===== config.mk =====
export PLATFORM = sky130hd
export DESIGN_NAME = text_console_char_writer_top
export DESIGN_NICKNAME = d
export VERILOG_FILES = /design/src/design/tccw_pkg.sv /design/src/design/text_console_char_writer_top.sv
export SDC_FILE = /design/constraint.sdc
export NUM_CORES = 1
export LEC_CHECK = 0
export ABC_CLOCK_PERIOD_IN_PS = 6900
export BUFFER_PORTS_ARGS = -buffer_cell sky130_fd_sc_hd__buf_2
export CORE_AREA = 2 2 223 115
export DETAILED_ROUTE_END_ITERATION = 12
export DIE_AREA = 0 0 225 117
export GPL_ROUTABILITY_DRIVEN = 0
export PLACE_DENSITY = 0.8
export SETUP_SLACK_MARGIN = 0.05
export SLEW_MARGIN = 5
export SYNTH_ARGS = -nofsm -noshare
export SYNTH_HDL_FRONTEND = slang
export SYNTH_SLANG_ARGS = --single-unit

===== constraint.sdc =====
create_clock -name clock -period 6.9 [get_ports clock]
set_input_delay 0 -clock clock [delete_from_list [all_inputs] [get_ports clock]]
set_output_delay 0 -clock clock [all_outputs]
set_load 0.01 [all_outputs]

===== src/design/tccw_pkg.sv =====
// Shared definitions for the text console character writer: field widths,
// codes, control characters and the UTF-8 decoder helper functions.
// No dependencies.
package tccw_pkg;

   // Default screen limits handed to the top level as parameter defaults.
   localparam int MAX_COLS_DEF = 128;
   localparam int MAX_ROWS_DEF = 64;

   // Register file.
   localparam int CSR_INDEX_W = 1;
   localparam int CSR_DATA_W  = 8;
   localparam logic [CSR_INDEX_W-1:0] REG_COLUMNS = 1'd0;
   localparam logic [CSR_INDEX_W-1:0] REG_ROWS    = 1'd1;
   localparam logic [7:0] COLUMNS_RESET = 8'd80;
   localparam logic [6:0] ROWS_RESET    = 7'd25;

   // Request operations.
   localparam logic OP_BYTE   = 1'b0;
   localparam logic OP_CURSOR = 1'b1;

   // Result kinds.
   localparam logic [1:0] KIND_SCROLL = 2'd0;
   localparam logic [1:0] KIND_WRITE  = 2'd1;
   localparam logic [1:0] KIND_REPORT = 2'd2;

   // Control characters handled by the cursor logic, the fill character and tab stop.
   localparam logic [7:0] CHAR_CR  = 8'h0D;
   localparam logic [7:0] CHAR_LF  = 8'h0A;
   localparam logic [7:0] CHAR_BS  = 8'h08;
   localparam logic [7:0] CHAR_TAB = 8'h09;
   localparam logic [7:0] CHAR_BEL = 8'h07;
   localparam logic [20:0] FILL_CHAR = 21'd32;
   localparam int TAB_STOP = 8;

   // UTF-8 decoder states.
   localparam logic [3:0] ST_ACCEPT = 4'd0;
   localparam logic [3:0] ST_REJECT = 4'd1;
   localparam logic [3:0] ST_NEED1  = 4'd2;
   localparam logic [3:0] ST_NEED2  = 4'd3;
   localparam logic [3:0] ST_E0     = 4'd4;
   localparam logic [3:0] ST_ED     = 4'd5;
   localparam logic [3:0] ST_F0     = 4'd6;
   localparam logic [3:0] ST_NEED3  = 4'd7;
   localparam logic [3:0] ST_F4     = 4'd8;

   // Next decoder state for one byte.
   function automatic logic [3:0] dfa_next(input logic [3:0] st, input logic [7:0] b);
      logic cont;
      logic [3:0] ns;
      cont = (b >= 8'h80) && (b <= 8'hBF);
      ns   = ST_REJECT;
      case (st)
         ST_ACCEPT: begin
            if (b < 8'h80)                       ns = ST_ACCEPT;
            else if (b inside {[8'hC2:8'hDF]})   ns = ST_NEED1;
            else if (b == 8'hE0)                 ns = ST_E0;
            else if (b == 8'hED)                 ns = ST_ED;
            else if (b inside {[8'hE1:8'hEF]})   ns = ST_NEED2;
            else if (b == 8'hF0)                 ns = ST_F0;
            else if (b inside {[8'hF1:8'hF3]})   ns = ST_NEED3;
            else if (b == 8'hF4)                 ns = ST_F4;
            else                                 ns = ST_REJECT;
         end
         ST_NEED1: ns = cont ? ST_ACCEPT : ST_REJECT;
         ST_NEED2: ns = cont ? ST_NEED1 : ST_REJECT;
         ST_E0:    ns = (b inside {[8'hA0:8'hBF]}) ? ST_NEED1 : ST_REJECT;
         ST_ED:    ns = (b inside {[8'h80:8'h9F]}) ? ST_NEED1 : ST_REJECT;
         ST_F0:    ns = (b inside {[8'h90:8'hBF]}) ? ST_NEED2 : ST_REJECT;
         ST_NEED3: ns = cont ? ST_NEED2 : ST_REJECT;
         ST_F4:    ns = (b inside {[8'h80:8'h8F]}) ? ST_NEED2 : ST_REJECT;
         default:  ns = ST_REJECT;
      endcase
      return ns;
   endfunction

   // Payload bits carried by the first byte of a sequence.
   function automatic logic [20:0] lead_bits(input logic [7:0] b);
      logic [20:0] r;
      r = '0;
      if (b < 8'h80)                      r = {13'd0, b};
      else if (b inside {[8'hC0:8'hDF]})  r = {16'd0, b[4:0]};
      else if (b inside {[8'hE0:8'hEF]})  r = {17'd0, b[3:0]};
      else if (b inside {[8'hF0:8'hF7]})  r = {18'd0, b[2:0]};
      else                                r = '0;
      return r;
   endfunction

endpackage


===== src/design/text_console_char_writer_top.sv =====
// Top level of the text console character writer: request register, cursor
// and UTF-8 decode logic, and the result set that is played out beat by beat.
// Depends on tccw_pkg.

// Each request beat (an output byte or a cursor load) produces one to three
// result beats: zero, one or two scroll-up commands, at most one cell write,
// and always a closing cursor report with last set. The block takes one
// request into an input register, evaluates it combinationally against the
// cursor, the decoder state and the screen size, and stores the outcome as a
// result set; the set then leaves one beat per cycle unless rsp_stall holds
// it. A request therefore occupies the result side for one beat per result,
// one to three; that output beat rate is what bounds throughput. The next
// request is taken into the input register while the current set still drains,
// so a waiting result never blocks the request side by more than that one slot.
// The columns and rows registers are clamped to 1..MAX_COLS and 1..MAX_ROWS
// when used; write them only while the block is idle. Reset is synchronous
// and needs no clearing time.
module text_console_char_writer_top #(
   parameter int MAX_COLS = tccw_pkg::MAX_COLS_DEF,
   parameter int MAX_ROWS = tccw_pkg::MAX_ROWS_DEF
) (
   input  logic        clock,
   input  logic        reset,

   input  logic                              csr_wr_en,
   input  logic [tccw_pkg::CSR_INDEX_W-1:0]  csr_index,
   input  logic [tccw_pkg::CSR_DATA_W-1:0]   csr_wr_data,

   input  logic        req_valid,
   output logic        req_stall,
   input  logic        req_op,
   input  logic [7:0]  req_data_byte,
   input  logic [31:0] req_fg_color,
   input  logic [31:0] req_bg_color,
   input  logic [7:0]  req_attr_flags,
   input  logic [7:0]  req_new_col,
   input  logic [5:0]  req_new_row,

   output logic        rsp_valid,
   input  logic        rsp_stall,
   output logic [1:0]  rsp_kind,
   output logic [7:0]  rsp_col,
   output logic [5:0]  rsp_row,
   output logic [20:0] rsp_code_point,
   output logic [31:0] rsp_cell_fg,
   output logic [31:0] rsp_cell_bg,
   output logic [7:0]  rsp_cell_flags,
   output logic        rsp_last
);

   // Clamp limits in the widths of the registers they are compared with.
   localparam logic [7:0] COLS_LIMIT = 8'(MAX_COLS);
   localparam logic [7:0] ROWS_LIMIT = 8'(MAX_ROWS);

   // Configuration registers.
   logic [7:0] columns_ff;
   logic [6:0] rows_ff;

   // Block state.
   logic [7:0]  cur_col_ff, cur_col_in;
   logic [5:0]  cur_row_ff, cur_row_in;
   logic [3:0]  utf8_ff, utf8_in;
   logic [20:0] partial_ff, partial_in;

   // Request register.
   logic        pend_valid_ff, pend_valid_in;
   logic        in_op_ff;
   logic [7:0]  in_byte_ff;
   logic [31:0] in_fg_ff, in_bg_ff;
   logic [7:0]  in_flags_ff;
   logic [7:0]  in_new_col_ff;
   logic [5:0]  in_new_row_ff;

   // Result set: everything needed to replay the beats of one request.
   logic        set_valid_ff, set_valid_in;
   logic [1:0]  beat_ff, beat_in;
   logic [1:0]  set_nscroll_ff;
   logic        set_wr_ff;
   logic [7:0]  set_wr_col_ff;
   logic [5:0]  set_wr_row_ff;
   logic [20:0] set_cp_ff;
   logic [31:0] set_fg_ff, set_bg_ff;
   logic [7:0]  set_flags_ff;
   logic [7:0]  set_cur_col_ff;
   logic [5:0]  set_cur_row_ff;

   // Handshake.
   logic       req_take, rsp_take, set_done, set_free, move;
   logic [1:0] last_beat;

   // Evaluation temporaries.
   logic [7:0]  cols_v, rws_v;
   logic [7:0]  x_v;
   logic [5:0]  y_v;
   logic [7:0]  ywide_v;
   logic [8:0]  tab_v;
   logic [3:0]  ns_v;
   logic [1:0]  nscroll_v;
   logic        wr_v;
   logic [7:0]  wr_col_v;
   logic [5:0]  wr_row_v;

   // The result set frees up in the cycle its report beat is taken, so a
   // waiting request moves in without a bubble.
   assign last_beat = set_nscroll_ff + {1'b0, set_wr_ff};
   assign rsp_valid = set_valid_ff;
   assign rsp_take  = set_valid_ff && !rsp_stall;
   assign set_done  = rsp_take && (beat_ff == last_beat);
   assign set_free  = !set_valid_ff || set_done;
   assign move      = pend_valid_ff && set_free;
   assign req_stall = pend_valid_ff && !set_free;
   assign req_take  = req_valid && !req_stall;

   assign pend_valid_in = req_take || (pend_valid_ff && !move);
   assign set_valid_in  = move || (set_valid_ff && !set_done);

   always_comb begin
      if (move) begin
         beat_in = 2'd0;
      end else if (rsp_take) begin
         beat_in = beat_ff + 2'd1;
      end else begin
         beat_in = beat_ff;
      end
   end

   // Screen size in use, clamped to the supported range.
   always_comb begin
      if (columns_ff == 8'd0) begin
         cols_v = 8'd1;
      end else if (columns_ff > COLS_LIMIT) begin
         cols_v = COLS_LIMIT;
      end else begin
         cols_v = columns_ff;
      end
      if (rows_ff == 7'd0) begin
         rws_v = 8'd1;
      end else if ({1'b0, rows_ff} > ROWS_LIMIT) begin
         rws_v = ROWS_LIMIT;
      end else begin
         rws_v = {1'b0, rows_ff};
      end
   end

   // One request against the cursor and decoder. Except on CR, a pending wrap is
   // resolved first, which may scroll; a line feed at the bottom scrolls again.
   always_comb begin
      x_v        = cur_col_ff;
      y_v        = cur_row_ff;
      ywide_v    = '0;
      tab_v      = '0;
      nscroll_v  = 2'd0;
      wr_v       = 1'b0;
      wr_col_v   = cur_col_ff;
      wr_row_v   = cur_row_ff;
      ns_v       = tccw_pkg::dfa_next(utf8_ff, in_byte_ff);
      utf8_in    = utf8_ff;
      partial_in = partial_ff;
      if (in_op_ff == tccw_pkg::OP_CURSOR) begin
         x_v = in_new_col_ff;
         y_v = in_new_row_ff;
      end else begin
         if (utf8_ff != tccw_pkg::ST_ACCEPT) begin
            partial_in = {partial_ff[14:0], in_byte_ff[5:0]};
         end else begin
            partial_in = tccw_pkg::lead_bits(in_byte_ff);
         end
         // A rejected sequence drops back to the start state.
         utf8_in = (ns_v == tccw_pkg::ST_REJECT) ? tccw_pkg::ST_ACCEPT : ns_v;
         if (ns_v == tccw_pkg::ST_ACCEPT) begin
            if (in_byte_ff == tccw_pkg::CHAR_CR) begin
               x_v = 8'd0;
            end else begin
               ywide_v = {2'b00, y_v};
               if (x_v == cols_v) begin
                  x_v     = 8'd0;
                  ywide_v = ywide_v + 8'd1;
               end
               if (ywide_v == rws_v) begin
                  nscroll_v = 2'd1;
                  ywide_v   = rws_v - 8'd1;
               end
               y_v = ywide_v[5:0];
               case (in_byte_ff)
                  tccw_pkg::CHAR_LF: begin
                     ywide_v = {2'b00, y_v} + 8'd1;
                     if (ywide_v == rws_v) begin
                        nscroll_v = nscroll_v + 2'd1;
                        ywide_v   = rws_v - 8'd1;
                     end
                     y_v = ywide_v[5:0];
                  end
                  tccw_pkg::CHAR_BEL: begin
                     x_v = x_v;
                  end
                  tccw_pkg::CHAR_BS: begin
                     if (x_v != 8'd0) begin
                        x_v = x_v - 8'd1;
                     end
                  end
                  tccw_pkg::CHAR_TAB: begin
                     tab_v = {1'b0, x_v} + 9'(tccw_pkg::TAB_STOP) - {6'd0, x_v[2:0]};
                     if (tab_v > {1'b0, cols_v}) begin
                        x_v = cols_v;
                     end else begin
                        x_v = tab_v[7:0];
                     end
                  end
                  default: begin
                     // Printable: write only when the cursor is on screen,
                     // but always advance.
                     if ((x_v < cols_v) && ({2'b00, y_v} < rws_v)) begin
                        wr_v     = 1'b1;
                        wr_col_v = x_v;
                        wr_row_v = y_v;
                     end
                     x_v = x_v + 8'd1;
                  end
               endcase
            end
         end
      end
      cur_col_in = x_v;
      cur_row_in = y_v;
   end

   // Beat selection from the stored result set: scrolls, then the cell
   // write, then the cursor report.
   always_comb begin
      rsp_kind       = tccw_pkg::KIND_REPORT;
      rsp_col        = set_cur_col_ff;
      rsp_row        = set_cur_row_ff;
      rsp_code_point = '0;
      rsp_cell_fg    = '0;
      rsp_cell_bg    = '0;
      rsp_cell_flags = '0;
      rsp_last       = 1'b1;
      if (beat_ff < set_nscroll_ff) begin
         rsp_kind       = tccw_pkg::KIND_SCROLL;
         rsp_col        = '0;
         rsp_row        = '0;
         rsp_code_point = tccw_pkg::FILL_CHAR;
         rsp_cell_fg    = set_fg_ff;
         rsp_cell_bg    = set_bg_ff;
         rsp_cell_flags = set_flags_ff;
         rsp_last       = 1'b0;
      end else if ((beat_ff == set_nscroll_ff) && set_wr_ff) begin
         rsp_kind       = tccw_pkg::KIND_WRITE;
         rsp_col        = set_wr_col_ff;
         rsp_row        = set_wr_row_ff;
         rsp_code_point = set_cp_ff;
         rsp_cell_fg    = set_fg_ff;
         rsp_cell_bg    = set_bg_ff;
         rsp_cell_flags = set_flags_ff;
         rsp_last       = 1'b0;
      end
   end

   // Control state.
   always_ff @(posedge clock) begin
      if (reset) begin
         columns_ff    <= tccw_pkg::COLUMNS_RESET;
         rows_ff       <= tccw_pkg::ROWS_RESET;
         cur_col_ff    <= '0;
         cur_row_ff    <= '0;
         utf8_ff       <= tccw_pkg::ST_ACCEPT;
         partial_ff    <= '0;
         pend_valid_ff <= 1'b0;
         set_valid_ff  <= 1'b0;
         beat_ff       <= '0;
      end else begin
         if (csr_wr_en) begin
            case (csr_index)
               tccw_pkg::REG_COLUMNS: columns_ff <= csr_wr_data;
               tccw_pkg::REG_ROWS:    rows_ff    <= csr_wr_data[6:0];
               default:               columns_ff <= columns_ff;
            endcase
         end
         if (move) begin
            cur_col_ff <= cur_col_in;
            cur_row_ff <= cur_row_in;
            utf8_ff    <= utf8_in;
            partial_ff <= partial_in;
         end
         pend_valid_ff <= pend_valid_in;
         set_valid_ff  <= set_valid_in;
         beat_ff       <= beat_in;
      end
   end

   // Payload registers.
   always_ff @(posedge clock) begin
      if (req_take) begin
         in_op_ff      <= req_op;
         in_byte_ff    <= req_data_byte;
         in_fg_ff      <= req_fg_color;
         in_bg_ff      <= req_bg_color;
         in_flags_ff   <= req_attr_flags;
         in_new_col_ff <= req_new_col;
         in_new_row_ff <= req_new_row;
      end
      if (move) begin
         set_nscroll_ff <= nscroll_v;
         set_wr_ff      <= wr_v;
         set_wr_col_ff  <= wr_col_v;
         set_wr_row_ff  <= wr_row_v;
         set_cp_ff      <= partial_in;
         set_fg_ff      <= in_fg_ff;
         set_bg_ff      <= in_bg_ff;
         set_flags_ff   <= in_flags_ff;
         set_cur_col_ff <= cur_col_in;
         set_cur_row_ff <= cur_row_in;
      end
   end

endmodule

# Word-level counts from Yosys, hierarchy flattened

Cells that the tools add are included.

$lt $le $gt $ge: 23
Shift operators: 0
Reduce and logical (&&, ||, !) cells: 43
Bitwise gates (word level): 3
Multiply operators: 0
Multiplexer cells: 83
Equal/unequal tests: 22
Add/subtract/negate cells: 10
Divide/modulo/power cells: 0

Operators with widths:

| kind                                                                  | count |
|---|---|
| 8-bit 2-to-1 mux                                                      | 24 |
| 32-bit 2-to-1 mux                                                     | 4 |
| 6-bit 2-to-1 mux                                                      | 16 |
| 21-bit 2-to-1 mux                                                     | 4 |
| 8-bit >= comparator, second input constant                            | 9 |
| 8-bit less-or-equal comparator, second input constant                 | 7 |
| 4-bit 2-to-1 mux                                                      | 10 |
| 8-bit by 4-bit equality test with 1-bit output, second input constant | 4 |
| 8-bit equality test, second input constant                            | 4 |
| 4-bit case mux with 8 select lines                                    | 1 |
| 2-bit 2-to-1 mux                                                      | 13 |
| 8-bit case mux with 3 select lines                                    | 1 |
| 7-bit 2-to-1 mux                                                      | 3 |
| 1-bit logical AND                                                     | 20 |
| 4-bit by 3-bit equality test with 1-bit output, second input constant | 4 |
| 6-bit by 1-bit adder with 7-bit output, second input constant         | 2 |
| 8-bit by 4-bit adder with 9-bit output, second input constant         | 1 |
| 9-bit by 8-bit > comparator with 1-bit output                         | 1 |
| 9-bit by 3-bit subtractor with 9-bit output                           | 1 |
| 8-bit by 1-bit adder with 8-bit output, second input constant         | 1 |
| 4-bit by 2-bit equality test with 1-bit output, second input constant | 2 |
| 8-bit by 3-bit equality test with 1-bit output, second input constant | 1 |
| 8-bit by 7-bit equality test with 1-bit output                        | 1 |
| 8-bit equality test                                                   | 1 |
| 30 further kinds                                                      | 49 |

Register bits: 277
Output and inout bits: 112
Bits in writable memories: 0
Bits in latches: 0
Logic and storage cells: 210
Memory bits (read-only): 0
Memories kept: 0

# Depth between registers and ports, before layout

Depth after elaboration: 25
Mapped depth: 28
Depth with buffers taken out: 23

# Worst setup path after synthesis

Ideal clock, no wire load.

Path kind: reg-to-reg
Start point: reg set_wr_ff
End point: reg in_bg_ff[0], enable pin
Stages on the path, launching flop included: 8
Slack: 993 ps
Required time: 6351 ps
Arrival: 5358 ps
Clock period less this slack: 5907 ps
Cells stage by stage: edfxtp_1 ha_1 xor2_1 xnor2_1 o31ai_1 or2_2 inv_1 nor2_1

Longest elaborated chain between the ends: 8

Ends and longest elaborated chain:

| item                                   | line                                | source |
|---|---|---|
| start: declaration                     | text_console_char_writer_top.sv:78  | `logic set_wr_ff;` |
| start signal: assignment               | text_console_char_writer_top.sv:304 | `set_wr_ff <= wr_v;` |
| 2-bit by 1-bit adder with 2-bit output | text_console_char_writer_top.sv:105 | `assign last_beat = set_nscroll_ff + {1'b0, set_wr_ff};` |
| 2-bit equality test                    | text_console_char_writer_top.sv:108 | `assign set_done = rsp_take && (beat_ff == last_beat);` |
| 1-bit logical AND                      | text_console_char_writer_top.sv:108 |  |
| 1-bit logical OR                       | text_console_char_writer_top.sv:109 | `assign set_free = !set_valid_ff \|\| set_done;` |
| 1-bit logical NOT                      | text_console_char_writer_top.sv:111 | `assign req_stall = pend_valid_ff && !set_free;` |
| 1-bit logical AND                      | text_console_char_writer_top.sv:111 |  |
| via req_stall                          | text_console_char_writer_top.sv:30  | `output logic req_stall,` |
| 1-bit logical NOT                      | text_console_char_writer_top.sv:112 | `assign req_take = req_valid && !req_stall;` |
| 1-bit logical AND                      | text_console_char_writer_top.sv:112 |  |
| via req_take                           | text_console_char_writer_top.sv:88  | `logic req_take, rsp_take, set_done, set_free, move;` |
| end signal: assignment                 | text_console_char_writer_top.sv:297 | `in_bg_ff <= req_bg_color;` |
| end: declaration                       | text_console_char_writer_top.sv:69  | `logic [31:0] in_fg_ff, in_bg_ff;` |

The timed path passes the listed nets, and every way through them passes these cells.
A chain may end at the register's enable or synchronous reset.

# Final worst setup path

Start point: reg columns_ff[7]
End point: reg set_cur_row_ff[4], data pin

Longest elaborated chain between the ends: 20
Elaborated cells between the ends (all ways): 21
Classes of those cells: add/sub: 1; order compare: 1; eq/ne: 3; mux: 15; reduce/logical: 1

Ends and longest elaborated chain:

| item                                   | line                                | source |
|---|---|---|
| start: declaration                     | text_console_char_writer_top.sv:56  | `logic [7:0] columns_ff;` |
| start signal: assignment               | text_console_char_writer_top.sv:262 | `columns_ff <= tccw_pkg::COLUMNS_RESET;` |
| start signal: assignment               | text_console_char_writer_top.sv:274 | `tccw_pkg::REG_COLUMNS: columns_ff <= csr_wr_data;` |
| start signal: assignment               | text_console_char_writer_top.sv:276 | `default: columns_ff <= columns_ff;` |
| 8-bit > comparator                     | text_console_char_writer_top.sv:131 | `end else if (columns_ff > COLS_LIMIT) begin` |
| 8-bit 2-to-1 mux                       | text_console_char_writer_top.sv:131 |  |
| 8-bit 2-to-1 mux (*)                   | text_console_char_writer_top.sv:129 | `if (columns_ff == 8'd0) begin` |
| 8-bit equality test (*)                | text_console_char_writer_top.sv:175 | `if (x_v == cols_v) begin` |
| 7-bit 2-to-1 mux (*)                   | text_console_char_writer_top.sv:175 |  |
| 8-bit 2-to-1 mux (*)                   | text_console_char_writer_top.sv:171 | `if (in_byte_ff == tccw_pkg::CHAR_CR) begin` |
| 8-bit 2-to-1 mux (*)                   | text_console_char_writer_top.sv:170 | `if (ns_v == tccw_pkg::ST_ACCEPT) begin` |
| 8-bit 2-to-1 mux (*)                   | text_console_char_writer_top.sv:159 | `if (in_op_ff == tccw_pkg::OP_CURSOR) begin` |
| (+5 left out)                          | n/a                                 |  |
| 6-bit by 1-bit adder with 7-bit output | text_console_char_writer_top.sv:186 | `ywide_v = {2'b00, y_v} + 8'd1;` |
| 7-bit equality test                    | text_console_char_writer_top.sv:187 | `if (ywide_v == rws_v) begin` |
| 6-bit 2-to-1 mux                       | text_console_char_writer_top.sv:187 |  |
| 6-bit 2-to-1 mux (*)                   | text_console_char_writer_top.sv:184 | `case (in_byte_ff)` |
| 6-bit 2-to-1 mux (*)                   | text_console_char_writer_top.sv:171 |  |
| 6-bit 2-to-1 mux (*)                   | text_console_char_writer_top.sv:170 |  |
| 6-bit 2-to-1 mux (*)                   | text_console_char_writer_top.sv:159 |  |
| via cur_row_in[4]                      | text_console_char_writer_top.sv:61  | `logic [5:0] cur_row_ff, cur_row_in;` |
| end signal: assignment                 | text_console_char_writer_top.sv:312 | `set_cur_row_ff <= cur_row_in;` |
| end: declaration                       | text_console_char_writer_top.sv:85  | `logic [5:0] set_cur_row_ff;` |

The timed path passes the listed nets; every way through them passes the cells marked *. The select of a mux whose other input is x is not followed.

==> flow_summary.ini <==
[routing]
via_count = 11400
viasPerCell = 6.03
drtAntennaViolNets = 0
first_pass_iters = 9
drt_iter0_drc = 1422
routed_wl_mm = 38.8
drc = 0
drt-wirelength-per-cell_um = 20.5

[power]
p_total_mw = 4.06
peakVddDrop_uv = 185
power_density_nw_per_um2 = 240
p_leak_nw = 6.65

[hold_path]
hold_path.class = primary input to register

[sta]
finalSetupTns_ps = 0
finClkSkew_ps = 18.1
period_minus_slack_ps = 6500
grt_setup_unrepaired = no
report.final.slew_viol_count = 0
max_freq_mhz = 154
worstMarginPinSlew_ps = 1440
min_period_over_period = 0.942
max_slew_margin = 0.0387
setup_viol = 0
hold_viol = 0

[critical_path]
worst-path-max-fanout = 15
crit_buf_inv = 2
reg2reg_setup_slack_ps = 400
crit_path_end = set_cur_row_ff[4]$_DFFE_PP_
crit_arrival_ps = 6760
reg2reg_depth = 22
reg2reg_to = set_cur_row_ff[4]$_DFFE_PP_
critical_path_class = register to register
r2r_start = columns_ff[7]$_SDFFE_PP0P_
slowest_delay_ps = 520
cp.required_ps = 7160
path_cells = inv_2, ha_1, nor2b_1, nand4_1, a32oi_4, nand3_1, a2bb2oi_1, a211o_1, buf_4, nand2_1, o21ai_0, ha_1, xor2_1, nor2_1, o41ai_1, a221oi_1, and4_4, o211ai_2, nor2_1, nand2_1, a311oi_1, nor2_1
end_kind = register
critPathSlowestCell = dfxtp_2
critPathTopFamily = compound AO/OA/AOI/OAI gates
startpoint_type = register
startpoint = columns_ff[7]$_SDFFE_PP0P_
path_common_cell = nor2_1
cp_num_cells = 22

[global_routing]
antenna_found_initial = 0
grt_pass1_wl_mm = 58.0
overflow = 0
grt_pass1_vias = 10500
grt_usage = 0.286
grt_start_max_net_pins = 103

[outcome]
status = finished clean

[layout]
area_growth_pct = 23.8
layout-drive-gt1-share = 0.204
final_cell_mix = 220 x buf_2, 219 x edfxtp_1, 129 x nand2_1
final_core_util = 0.690
nNetsFinal = 1697
num-fill-cells = 1692
mostFrequentLayoutCell = buf_2

[flow_run]
max-cap-violations = 0

[yosys]
yosys_most_used_dff = edfxtp_1
synth_edf_count = 219
yosysSeqAreaShare = 0.565
netlist_area_um2 = 13700
async_flop_share = 0
syn_area_per_cell_um2 = 10.8
synth_cell_type_count = 90
synthCells = 1262
yosysWarnings = 0
ys_ff_latch = 277
synth_fp_nets = 1406

[die]
die_h_um = 117
design.core.area_um2 = 24600
rows = 41
die_x_um = 225
ios = 221
start_util = 0.557
dieArea_um2 = 26300

[place]
io_buffers = 220
hpwl_mm = 25.6

[cts]
clock-root-buffer = clkbuf_16
clockBufferDepth = 3
clock-sinks = 277
htreeDepth = 1
cts-buffers-inserted = 25
clk_latency_ps = 540
clkTransAtPathRegs_ps = 70
cts_tree = yes
[cell families after synthesis]
logic type | count (synthesis) | share of synthesized area
DFF | 277 | 0.565
AOI/OAI and AO/OA | 274 | 0.139
and+or+nand+nor | 493 | 0.182
muxes | 17 | 0.0137
buffers and inverters | 119 | 0.0368
xor gates and xnor gates | 47 | 0.0311
adders and majority gates | 35 | 0.0320
[worst min-delay path: cells and delay by family]
kind	cells	cell delay, ps
simple gates	1	170
buf+inv	2	440
[worst min path at each step]
| stage | to | depth (start not counted) | from |
|---|---|---|---|
| CTS | cur_row_ff[2]$_SDFFE_PP0P_ | 3 | reset |
| floorplan | in_bg_ff[0]$_DFFE_PP_ | 0 | req_bg_color[0] |
| global route | cur_row_ff[2]$_SDFFE_PP0P_ | 3 | reset |
| global placement | in_new_col_ff[3]$_DFFE_PP_ | 1 | req_new_col[3] |
| finish | cur_row_ff[2]$_SDFFE_PP0P_ | 3 | reset |
| detailed placement | in_new_col_ff[3]$_DFFE_PP_ | 1 | req_new_col[3] |
[stage by stage]
step                      setup WS, ps  hold WS, ps  instances  cell area (um2)
after floorplan                    993         98.9       1262            13700
after global placement             879          176       1735            14900
after detailed placement           487          178       1735            14900
after CTS                          471         99.9       1893            16900
after global routing               252          122       1893            16900
final                              398          115       1894            16900
[Yosys cell counts (all sizes together), types with 9 or more instances]
cell type / number / share of area
a21o: 12 / 0.0066
a21oi: 84 / 0.031
a22o: 17 / 0.011
and2: 94 / 0.043
and3: 14 / 0.0064
buf: 24 / 0.011
clkbuf: 58 / 0.016
dfxtp: 58 / 0.085
edfxtp: 219 / 0.48
ha: 35 / 0.032
inv: 36 / 0.0099
mux2i: 9 / 0.0071
nand2: 129 / 0.035
nand2b: 13 / 0.0059
nand3: 35 / 0.013
nand4: 11 / 0.0050
nor2: 109 / 0.030
nor2b: 11 / 0.0050
nor3: 40 / 0.015
o21ai: 55 / 0.020
xnor2: 32 / 0.020
xor2: 14 / 0.0090
[state kept, by name (all words and copies together), names as in the netlist, 21 cells and up]
| register | flops |
|---|---|
| partial_ff | 21 |
| set_bg_ff | 32 |
| set_cp_ff | 21 |
| set_fg_ff | 32 |
| in_fg_ff | 32 |
| in_bg_ff | 32 |
[metal layers]
layer,routed length [um],up-vias,share of wire,GRT usage
met2,16900,721,0.44,0.424
met5,0,-,0,0
met4,1150,0,0.030,0.0949
li1,-,5161,-,-
met3,4500,95,0.12,0.0704
met1,16200,5447,0.42,0.414
[report_power, final]
group	internal, mW	leakage (nW)	switching (mW)
Combinational	0.238	3.65	0.344
Sequential	1.91	2.57	0.0655
Clock	0.860	0.432	0.644
[final cells by class]
class                           instances  area [um2]  area share
Multi-Input combinational cell        866        5450       0.322
Clock buffer                           30         674      0.0398
Clock inverter                         15         204      0.0120
Timing Repair Buffer                  346        2330       0.137
Inverter                               37         144     0.00849
Sequential cell                       277        7740       0.457
Antenna cell                            1        2.50    0.000148
Tap cell                              322         403      0.0238
[timing repair]
item / CTS / global route
hold endpoints to repair: 114 / 0
endpoints found under the setup margin: 0 / 2
gates resized for setup: 0 / 1
hold buffers: 113 / 0
setup buffers: 0 / 0
No activity file was read; power rests on OpenSTA's default activity.
